<file path="src/rtl/core/assert_macros.svh">
// ---------------------------------------------------------------------------
// Assertion macros
// Shared concurrent assertion forms, sampled on i_clk, off during reset.
// ---------------------------------------------------------------------------
`ifndef ASSERT_MACROS_SVH
`define ASSERT_MACROS_SVH
`ifndef SYNTH
// same-cycle implication
`define ASSERT_IMPL(lbl, ant, cons, msg) \
    lbl: assert property (@(posedge i_clk) disable iff (!i_rst_n) (ant) |-> (cons)) \
        else $error(msg);
// next-cycle implication
`define ASSERT_NEXT(lbl, ant, cons, msg) \
    lbl: assert property (@(posedge i_clk) disable iff (!i_rst_n) (ant) |=> (cons)) \
        else $error(msg);
`else
`define ASSERT_IMPL(lbl, ant, cons, msg)
`define ASSERT_NEXT(lbl, ant, cons, msg)
`endif
`endif

</file>
<file path="src/rtl/core/isort_pkg.sv">
`timescale 1ns / 1ps
// ---------------------------------------------------------------------------
// isort_pkg
// Types and constants shared by the insertion sorter cells and top level.
// ---------------------------------------------------------------------------
package isort_pkg;

    localparam int DATA_W    = 32;
    localparam int DEPTH_DEF = 64;

    typedef struct packed {
        logic signed [DATA_W-1:0] value;
        logic                     final_item;
    } t_in;

    typedef struct packed {
        logic signed [DATA_W-1:0] sorted_value;
        logic                     last_out;
        logic                     overflow;
    } t_out;

    // broadcast to every cell of the chain
    typedef struct packed {
        logic                     insert;
        logic                     shift;
        logic signed [DATA_W-1:0] ins_value;
    } t_cell_ctl;

    typedef enum logic {
        ST_IDLE,
        ST_EMIT
    } t_state;

endpackage

</file>
<file path="src/rtl/core/isort_cell.sv">
`timescale 1ns / 1ps
// ---------------------------------------------------------------------------
// isort_cell
// One place of the sorted list: compares against the broadcast value,
// takes its left neighbor or the new value on insert, its right on shift.
// ---------------------------------------------------------------------------
module isort_cell (
    input  logic                                i_clk,
    input  logic                                i_rst_n,
    input  isort_pkg::t_cell_ctl                i_ctl,
    input  logic signed [isort_pkg::DATA_W-1:0] i_left_val,
    input  logic                                i_left_valid,
    input  logic                                i_left_gt,
    input  logic signed [isort_pkg::DATA_W-1:0] i_right_val,
    input  logic                                i_right_valid,
    output logic signed [isort_pkg::DATA_W-1:0] o_val,
    output logic                                o_valid,
    output logic                                o_gt
);

    logic signed [isort_pkg::DATA_W-1:0] r_val;
    logic signed [isort_pkg::DATA_W-1:0] n_val;
    logic                                r_valid;
    logic                                n_valid;
    logic                                w_gt;
    logic                                w_take;

    assign w_gt   = r_valid && (r_val > i_ctl.ins_value);
    // strictly greater entries move up; the first free place also takes one
    assign w_take = i_ctl.insert && (w_gt || (!r_valid && i_left_valid));

    always_comb begin
        n_val   = r_val;
        n_valid = r_valid;
        if (i_ctl.shift) begin
            n_val   = i_right_val;
            n_valid = i_right_valid;
        end else if (w_take) begin
            n_val   = i_left_gt ? i_left_val : i_ctl.ins_value;
            n_valid = 1'b1;
        end
    end

    always_ff @(posedge i_clk) begin
        r_val <= n_val;
        if (!i_rst_n) begin
            r_valid <= 1'b0;
        end else begin
            r_valid <= n_valid;
        end
    end

    assign o_val   = r_val;
    assign o_valid = r_valid;
    assign o_gt    = w_gt;

endmodule

</file>
<file path="config.mk">
export PLATFORM = sky130hd
export DESIGN_NAME = isort_cell
export DESIGN_NICKNAME = d
export VERILOG_FILES = /design/src/rtl/core/assert_macros.svh /design/src/rtl/core/isort_pkg.sv /design/src/rtl/core/isort_cell.sv
export SDC_FILE = /design/constraint.sdc
export NUM_CORES = 1
export LEC_CHECK = 0
export BUFFER_PORTS_ARGS = -buffer_cell sky130_fd_sc_hd__buf_4
export CORE_ASPECT_RATIO = 0.6
export CORE_UTILIZATION = 49
export DETAILED_ROUTE_END_ITERATION = 7
export GPL_TIMING_DRIVEN = 0
export PLACE_DENSITY_LB_ADDON = 0.15
export SLEW_MARGIN = 15
export SYNTH_ARGS = -nofsm -noshare
export SYNTH_HDL_FRONTEND = slang
export SYNTH_SLANG_ARGS = --single-unit
</file>
<file path="constraint.sdc">
create_clock -name i_clk -period 9.2 [get_ports i_clk]
set_input_delay 1.84 -clock i_clk [delete_from_list [all_inputs] [get_ports i_clk]]
set_output_delay 1.84 -clock i_clk [all_outputs]
set_load 0.05 [all_outputs]
</file>
==> flow_summary_export.csv, run 1 <==
group,metric,value,unit
clocking,postCtsSetupBuffers,0,
floorplanning,core,4750,um2
floorplanning,die_h,57.7,um
floorplanning,die_w,94.8,um
flow_run,maxCapViolCount,0,
sta,rsz0062_at_grt,"no",
clocking,cts-resized-gates,0,
min_path,hold_path_startpoint,"o_valid",
routing,highest_layer,"met4",
placed_design,hpwl,5920,um
layout,final_cell_mix,"134 x buf_4, 42 x nand2_1, 38 x o21ai_0, 34 x inv_1",
sta,worstMarginPinSlew,827,ps
clocking,cts_max_path_buffers,2,
synth,yosys.area.top_type_share,0.380,
power,seq_power_share,0.372,
floorplanning,io_pins,137,
placed_design,numPortBuffers,134,
synth,postSynthCellCount,269,
synth,ys.warnings.count,0,
global_routing,grt.overflow.total,0,
setup_path,worstSetupPathType,"input pin to output pin",
synth,ys_seq_area_frac,0.388,
sta,hold_viol,0,
sta,finalSetupViolations,0,
clocking,htree_levels,2,
sta,finalCriticalPeriod,5640,ps
floorplanning,std_cell_rows,19,
min_path,hold_class,"flip-flop to flip-flop",
synth,ys_types,30,
layout,nNetsFinal,545,
synth,avgSynthCellArea,9.40,um2
layout,insertedDiodeCount,0,
synth,synth_area_leaders,"edfxtp_1 38%, ha_1 16%, mux2i_1 13%, o21ai_0 7.5%, nand2_1 6.4%",
sta,drv_slew,0,
layout,instances_no_fill,474,
power,p_sw_frac,0.364,
synth,ys_ff_latch,33,
clocking,path_clk_slew,70,ps
clocking,cts_num_sinks,33,
sta,max-slew-margin-rel,0.447,
power,switching_power,192,uW
power,p_comb_frac,0.389,
setup_path,crit_path_end_kind,"output pin",
placed_design,gp_congestion,0.788,
sta,finalCritPeriodShare,0.613,
synth,synth_top_cell_by_area,"edfxtp_1",
routing,via_per_inst,5.40,
layout,final_util,0.782,
setup_path,r2r_start,"o_val[23]",
clocking,cts_tree,"yes",
power,powerDensity,142,nW/um2
routing,dr_wl_met3,722,um
routing,drt_iter0_drc,97,
sta,finalClockSkew,3.94,ps
global_routing,grt_max_degree,33,
placed_design,dpl.cell_count,466,
clocking,clk_latency,290,ps
layout,syn_to_final_growth,47.0,%
synth,netlist_area,2530,um2
setup_path,crit_fanout,6,
power,intPower,335,uW
layout,drive_above_1_share,0.367,
floorplanning,dieArea,5460,um2
global_routing,grt_pass1_wl,11300,um
setup_path,cp-startpoint,"i_ctl[31]",
setup_path,start_kind,"input pin",
routing,vias,2559,
outcome,status,"finished, final reports clean",
synth,syn_nets,404,
clocking,clockRootBuffer,"clkbuf_8",
clocking,cts_hold_buf,0,
clocking,cts-buffers-inserted,5,
global_routing,grt_use_total,0.280,
power,peakVddDrop,0.0967,mV
setup_path,cp.arrival,3800,ps
synth,ys_async_sr_fraction,0,
setup_path,critPathRequiredTime,7360,ps
global_routing,antenna_found_initial,0,
power,p_leak,0.00189,uW
sta,tns,0,ps
layout,finalInstanceArea,3720,um2
routing,met1_length,3190,um
floorplanning,initial_core_util,0.532,
routing,drc,0,
power,clockPowerShare,0.239,
routing,wl_per_cell,15.7,um
layout,layout_commonest_cell,"buf_4",
synth,synth-edff-count,32,
routing,first_pass_iters,4,
routing,postRouteAntennaNets,0,
global_routing,grt_pass1_vias,2457,
sta,fmax,0.177,GHz
routing,routed_wirelength,7460,um
placed_design,placed_cell_area,3620,um2
routing,route.met2.wl,3480,um
synth,ys.flop_type,"edfxtp_1",
layout,n_fill_cell,335,
==> Yosys cell counts (2+ instances only) <==
cell type,number
nand2_1,43
nor2_1,4
inv_1,34
buf_2,3
a31oi_1,3
a21oi_1,13
clkbuf_1,8
edfxtp_1,32
nand4_1,6
mux2i_1,32
o211ai_1,2
o21ai_0,38
ha_1,32
nor3_1,2
nand3_1,2
==> power groups by stage <==
stage | Combinational, uW | Sequential (uW) | Clock [uW]
after global placement | 197 | 198 | 0
final | 205 | 196 | 126
after floorplan | 67.2 | 252 | 0
after global routing | 221 | 197 | 130
after detailed placement | 203 | 199 | 0
after CTS | 204 | 196 | 125
==> cells by family (layout without fill, tap and decap cells) <==
| kind of cell | after synthesis | count (layout) | synth area share |
|---|---|---|---|
| buffers and inverters | 45 | 187 | 0.0682 |
| muxes | 32 | 32 | 0.127 |
| AOI/OAI and AO/OA | 63 | 63 | 0.142 |
| adders and majority gates | 32 | 32 | 0.158 |
| DFF | 33 | 33 | 0.388 |
| and+or+nand+nor | 64 | 64 | 0.117 |
==> metal layers <==
layer / vias to the layer above / track usage
li1: 1245 / -
met1: 1184 / 0.356
met2: 123 / 0.470
met3: 7 / 0.0787
met4: 0 / 0.0801
met5: - / 0
==> state kept, by name, summed over array words and instances, names as in the netlist <==
signal	flops
o_val	32
o_valid	1
==> layout make-up <==
class | instances | area (um2) | area share
Multi-Input combinational cell | 191 | 1380 | 0.371
Clock buffer | 7 | 96.3 | 0.0259
Inverter | 34 | 128 | 0.0343
Timing Repair Buffer | 134 | 1010 | 0.271
Buffer | 11 | 45.0 | 0.0121
Clock inverter | 1 | 5.00 | 0.00135
Sequential cell | 33 | 981 | 0.264
Tap cell | 63 | 78.8 | 0.0212
==> per-stage QoR <==
| stage | worst slack (ps) | total power [uW] | hold WS (ps) |
|---|---|---|---|
| floorplan | 3510 | 320 | 712 |
| global placement | 3700 | 395 | 485 |
| detailed placement | 3650 | 401 | 489 |
| CTS | 3590 | 525 | 504 |
| global route | 3440 | 548 | 554 |
| finish | 3560 | 527 | 512 |
==> path summary, 6_finish.rpt <==
| kind | to | slack (ps) | cells after the start |
|---|---|---|---|
| setup reg to reg | o_val[8] | 6270 | 7 |
| hold reg to reg | o_valid | 510 | 2 |
| hold / removal | o_valid | 510 | 2 |
| setup / recovery | o_gt | 3560 | 10 |
==> worst max-delay path, stage by stage <==
cell and delay [ps]:
buf_4 80, inv_1 40, ha_1 370, nand4_1 180, nor2_1 100, a22oi_1 190
o211ai_1 210, or3_1 390, a21boi_1 160, buf_4 220
Power figures use the tool's default switching activity.
==> run 2: changes to the inputs <==
--- a/config.mk
+++ b/config.mk
@@ -7,7 +7,7 @@
 export LEC_CHECK = 0
 export BUFFER_PORTS_ARGS = -buffer_cell sky130_fd_sc_hd__buf_4
 export CORE_ASPECT_RATIO = 0.6
-export CORE_UTILIZATION = 49
+export CORE_UTILIZATION = 41
 export DETAILED_ROUTE_END_ITERATION = 7
 export GPL_TIMING_DRIVEN = 0
 export PLACE_DENSITY_LB_ADDON = 0.15
==> constraint.sdc (replaced) <==
create_clock -name i_clk -period 4.7 [get_ports i_clk]
set_input_delay 0.94 -clock i_clk [delete_from_list [all_inputs] [get_ports i_clk]]
set_output_delay 0.94 -clock i_clk [all_outputs]
set_load 0.05 [all_outputs]
==> run 2 against run 1 <==
Effect of this change:
- non-clock buffer count unchanged
- combinational power rose by 93%
- first-iteration DRC count decreased by 20%
- register-to-register slack lost 4400 ps
- critical endpoint unchanged
==> flow_summary_export.csv, run 2 (synthesis results as in run 1) <==
group,metric,value,unit
clocking,cts-buffers-inserted,5,
setup_path,ff2ff_path_depth,7,
sta,fmax,0.264,GHz
power,p_leak,0.00187,uW
setup_path,critPathRequiredTime,3760,ps
placed_design,numPortBuffers,134,
routing,vias,2412,
layout,final_cell_mix,"134 x buf_4, 42 x nand2_1, 38 x o21ai_0, 34 x inv_1",
routing,routed_wirelength,7250,um
placed_design,hpwl,5860,um
clocking,cts_tree,"yes",
layout,final_util,0.646,
global_routing,grt.overflow.total,0,
clocking,postCtsSetupBuffers,0,
floorplanning,dieArea,6500,um2
power,clockPowerShare,0.214,
layout,nNetsFinal,545,
power,seq_power_share,0.387,
power,peakVddDrop,0.117,mV
clocking,htree_levels,2,
setup_path,start_kind,"input pin",
setup_path,cp-startpoint,"i_ctl[17]",
global_routing,grt_pass1_wl,11400,um
layout,largest_reg_flops,32,
setup_path,crit_fanout,4,
setup_path,cp.arrival,2840,ps
power,totalPowerFinal,990,uW
setup_path,crit_top_cell,"buf_4",
floorplanning,die_w,103,um
setup_path,crit_path_end,"o_gt",
power,powerDensity,266,nW/um2
global_routing,grt_max_degree,33,
sta,finalSetupViolations,0,
sta,hold_viol,0,
layout,layout_commonest_cell,"buf_4",
floorplanning,die_h,62.8,um
routing,drc,0,
sta,worstMarginPinSlew,808,ps
clocking,cts_num_sinks,33,
setup_path,r2r_start,"o_val[23]",
outcome,status,"finished, final reports clean",
layout,syn_to_final_growth,47.0,%
setup_path,r2r_slack,1820,ps
routing,wl_per_cell,14.8,um
setup_path,cp.depth,10,
clocking,cts-resized-gates,0,
power,p_sw_frac,0.366,
power,p_comb_frac,0.399,
sta,finalCritPeriodShare,0.805,
placed_design,dpl.cell_count,483,
setup_path,crit_buf_inv,3,
sta,rsz0062_at_grt,"no",
clocking,path_clk_slew,70,ps
placed_design,gp_congestion,0.806,
sta,finalClockSkew,4.24,ps
global_routing,antenna_found_initial,0,
clocking,cts_hold_buf,0,
clocking,clk_latency,280,ps
sta,finalCriticalPeriod,3780,ps
floorplanning,io_pins,137,
layout,insertedDiodeCount,0,
layout,drive_above_1_share,0.360,
setup_path,crit_path_end_kind,"output pin",
floorplanning,core,5750,um2
setup_path,cp_top_family,"compound AO/OA/AOI/OAI gates",
min_path,hold_class,"flip-flop to flip-flop",
setup_path,crit_path_max_incr_delay,390,ps
sta,drv_slew,0,
flow_run,maxCapViolCount,0,
power,intPower,627,uW
clocking,cts_max_path_buffers,2,
setup_path,cp_cell_sequence,"buf_4 > inv_1 > ha_1 > a21oi_1 > o21ai_0 > a22oi_1 > o211ai_1 > or3_1 > a21boi_1 > buf_4",
global_routing,grt_pass1_vias,2409,
clocking,clockRootBuffer,"clkbuf_8",
power,switching_power,363,uW
setup_path,worstSetupPathType,"input pin to output pin",
floorplanning,std_cell_rows,21,
routing,drt_iter0_drc,78,
sta,tns,0,ps
routing,postRouteAntennaNets,0,
layout,n_fill_cell,500,
sta,whs,513,ps
sta,max-slew-margin-rel,0.459,
setup_path,critPathSlowestCell,"or3_1",
floorplanning,initial_core_util,0.440,
setup_path,timing.rr.end,"o_val[18]",
routing,via_per_inst,4.91,
global_routing,grt_use_total,0.232,
layout,instances_no_fill,491,
routing,first_pass_iters,4,
run 2: cell count changes in the layout (fill, tap and decap cells not counted), sizes merged:
cell    delta
clkinv     -1
clkbuf     +1
run 2: worst reg2reg max path: stages, from the launching register on:
cell	delay, ps
edfxtp_1	400
ha_1	330
nand4_1	160
nor3_1	380
a31oi_1	210
and3_4	230
a211oi_2	230
nand2_2	500
run 2: stage by stage:
step | setup slack [ps] | area (um2)
2_1_floorplan | 814 | 2530
3_3_place_gp | 712 | 3640
3_5_place_dp | 970 | 3640
4_1_cts | 964 | 3720
5_1_grt | 799 | 3720
6_report | 918 | 3720
run 2: area by class of cell:
class | count | area (um2) | area share
multi-input cells | 191 | 1380 | 0.371
inverters | 34 | 128 | 0.0343
plain buffers | 11 | 45.0 | 0.0121
well taps | 80 | 100 | 0.0269
clock buffers | 8 | 80.1 | 0.0215
flip-flops and latches | 33 | 981 | 0.264
repair buffers | 134 | 1010 | 0.271
run 2: power by group through the flow:
stage	logic, uW	clock network [uW]	registers [uW]
floorplan	132	0	494
global placement	389	0	389
detailed placement	395	0	390
CTS	396	216	383
global route	431	233	387
finish	395	212	383
run 2: how the worst min path moves through the flow:
stage / start / to / slack [ps] / cells past startpoint
final: o_valid / o_valid / 510 / 2
after CTS: o_valid / o_valid / 510 / 2
after floorplan: o_valid / o_valid / 710 / 2
after global placement: o_valid / o_valid / 490 / 2
after global routing: o_valid / o_valid / 520 / 2
after detailed placement: o_valid / o_valid / 500 / 2
run 2: per-layer routing:
layer,track usage,routed length [um],part of all wire
met5,0,0,0
met3,0.0738,574,0.079
met4,0.0493,42,0.0058
met1,0.321,3650,0.50
met2,0.353,2990,0.41
==> run 3: changes to the inputs <==
--- a/config.mk
+++ b/config.mk
@@ -5,9 +5,10 @@
 export SDC_FILE = /design/constraint.sdc
 export NUM_CORES = 1
 export LEC_CHECK = 0
+export ABC_AREA = 1
 export BUFFER_PORTS_ARGS = -buffer_cell sky130_fd_sc_hd__buf_4
 export CORE_ASPECT_RATIO = 0.6
-export CORE_UTILIZATION = 41
+export CORE_UTILIZATION = 46
 export DETAILED_ROUTE_END_ITERATION = 7
 export GPL_TIMING_DRIVEN = 0
 export PLACE_DENSITY_LB_ADDON = 0.15
==> constraint.sdc (replaced) <==
create_clock -name i_clk -period 3.7 [get_ports i_clk]
set_input_delay 0.74 -clock i_clk [delete_from_list [all_inputs] [get_ports i_clk]]
set_output_delay 0.74 -clock i_clk [all_outputs]
set_load 0.05 [all_outputs]
==> run 3 against run 2 <==
Effect of this change:
- sequential share of layout area decreased by 0.30 points
- via count increased by 9.5%
- critical path depth increased by 5
- critical path type unchanged
==> flow_summary_export.csv, run 3 <==
group,metric,value,unit
outcome,status,"finished, final reports clean",
routing,drt_iter0_drc,89,
floorplanning,core,5230,um2
synth,syn_nets,440,
sta,max-slew-margin-rel,0.466,
synth,ys_ff_latch,33,
power,clockPowerShare,0.212,
sta,tns,0,ps
sta,worstMarginPinSlew,797,ps
min_path,whs_path_depth,2,
layout,instances_no_fill,514,
clocking,htree_levels,2,
placed_design,placed_cell_area,3680,um2
global_routing,grt_pass1_wl,11500,um
sta,hold_viol,0,
placed_design,gp_congestion,0.800,
clocking,postCtsSetupBuffers,0,
clocking,cts_tree,"yes",
global_routing,grt_pass1_vias,2508,
clocking,cts_max_path_buffers,2,
power,p_leak,0.00187,uW
power,peakVddDrop,0.165,mV
synth,netlist_area,2580,um2
placed_design,numPortBuffers,135,
clocking,path_clk_slew,70,ps
global_routing,grt_use_total,0.254,
synth,synth_top_cell_by_area,"edfxtp_1",
routing,postRouteAntennaNets,0,
routing,routed_wirelength,7350,um
layout,drive_above_1_share,0.333,
layout,layout_commonest_cell,"buf_4",
global_routing,antenna_found_initial,0,
clocking,cts-buffers-inserted,5,
power,p_comb_frac,0.400,
synth,ys_seq_area_frac,0.380,
floorplanning,io_pins,137,
clocking,cts-resized-gates,0,
sta,finalCritPeriodShare,0.806,
power,seq_power_share,0.388,
layout,n_fill_cell,446,
layout,largest_reg_flops,32,
global_routing,grt_max_degree,33,
routing,wl_per_cell,14.3,um
clocking,clk_latency,280,ps
layout,final_cell_mix,"135 x buf_4, 70 x nand2_1, 45 x inv_1, 32 x ha_1, 32 x edfxtp_1",
floorplanning,dieArea,5920,um2
setup_path,start_kind,"input pin",
setup_path,critPathSlowestCell,"ha_1",
routing,via_per_inst,5.14,
setup_path,crit_top_cell,"nand2_1",
setup_path,ff2ff_path_depth,14,
layout,nNetsFinal,582,
setup_path,cp_cell_sequence,"buf_4 > inv_1 > ha_1 > a21oi_1 > nor2_1 > nor2_1 > nand2_1 > nand2_1 > nand2_1 > nand2_1 > nand2_1 > nand2_1 > nand3_2 > inv_1 > buf_4",
sta,fmax,0.335,GHz
synth,synth_most_common_cell,"nand2_1",
synth,synth-edff-count,32,
power,powerDensity,328,nW/um2
synth,synth_area_leaders,"edfxtp_1 37%, ha_1 16%, nand2_1 10%, o21a_1 9.0%, o211ai_1 8.4%",
sta,rsz0062_at_grt,"no",
floorplanning,std_cell_rows,20,
layout,ff_latch_area,981,um2
synth,ys_async_sr_fraction,0,
sta,drv_slew,0,
power,p_sw_frac,0.365,
synth,yosys.area.top_type_share,0.372,
power,intPower,784,uW
synth,ys_types,23,
clocking,cts_num_sinks,33,
layout,insertedDiodeCount,0,
layout,syn_to_final_growth,45.7,%
global_routing,grt.overflow.total,0,
floorplanning,die_w,98.7,um
synth,ys.flop_type,"edfxtp_1",
sta,finalSetupViolations,0,
setup_path,worstSetupPathType,"input pin to output pin",
routing,drc,0,
placed_design,hpwl,5790,um
min_path,hold_class,"flip-flop to flip-flop",
clocking,cts_hold_buf,0,
synth,postSynthCellCount,305,
power,switching_power,451,uW
synth,ys.warnings.count,0,
setup_path,critPathRequiredTime,2960,ps
synth,yosys-top-cells-count,"71 x nand2_1, 45 x inv_1, 32 x edfxtp_1, 32 x ha_1, 31 x o21a_1",
layout,finalInstanceArea,3760,um2
floorplanning,die_h,60.0,um
setup_path,cp.arrival,2240,ps
routing,first_pass_iters,4,
synth,avgSynthCellArea,8.46,um2
sta,finalClockSkew,2.33,ps
flow_run,maxCapViolCount,0,
layout,multi_input_area,1380,um2
setup_path,crit_fanout,2,
setup_path,crit_path_end_kind,"output pin",
placed_design,dpl.cell_count,506,
sta,finalCriticalPeriod,2980,ps
setup_path,crit_path_max_incr_delay,320,ps
clocking,clockRootBuffer,"clkbuf_8",
routing,vias,2642,
floorplanning,initial_core_util,0.494,
## run 3: logic make-up after synthesis
group,after synthesis,share of synthesized area
simple gates,95,0.152
compound gates,85,0.225
buf+inv,60,0.0877
flops,33,0.380
fa+ha+maj,32,0.155
## run 3: path summary, 6_finish.rpt
kind | startpoint | to | slack (ps)
worst max-delay path | i_ctl[5] | o_gt | 720
worst min-delay path | o_valid | o_valid | 530
worst max register to register | o_val[5] | o_val[26] | 1080
worst min register to register | o_valid | o_valid | 530
## run 3: through the flow
stage / hold slack, ps / worst slack (ps) / utilization / total power [uW]
CTS: 529 / 741 / 0.719 / 1240
floorplan: 812 / 790 / - / 785
detailed placement: 510 / 632 / 0.704 / 979
global placement: 493 / 188 / 0.703 / 969
global route: 573 / 562 / 0.719 / 1310
finish: 526 / 717 / 0.719 / 1240
## run 3: metal layers
layer | global-route usage | share of wire | up-vias
met5 | 0 | 0 | -
met4 | 0.0533 | 0.0078 | 0
met3 | 0.0702 | 0.089 | 7
met2 | 0.399 | 0.43 | 113
met1 | 0.354 | 0.47 | 1190
li1 | - | - | 1332
## run 3: area by class of cell
type / count / area share
buffer: 13 / 0.0133
clock buffer: 5 / 0.0183
clock inverter: 3 / 0.00333
inverter: 47 / 0.0469
multi-input combinational: 212 / 0.366
sequential: 33 / 0.261
tap: 66 / 0.0220
timing repair buffer: 135 / 0.269
## run 3: power by group through the flow
stage                     registers (uW)  logic, uW  clock network (uW)
final                                479        494                 262
after global routing                 483        538                 285
after CTS                            479        495                 265
after detailed placement             487        493                   0
after global placement               486        483                   0
after floorplan                      607        178                   0
## run 3: worst max-delay path: cells and delay by family
family,cells,cell delay [ps]
adder cells (fa/ha/maj),1,320
AO/OA/AOI/OAI,1,190
buffers and inverters,4,380
AND/OR/NAND/NOR,9,620
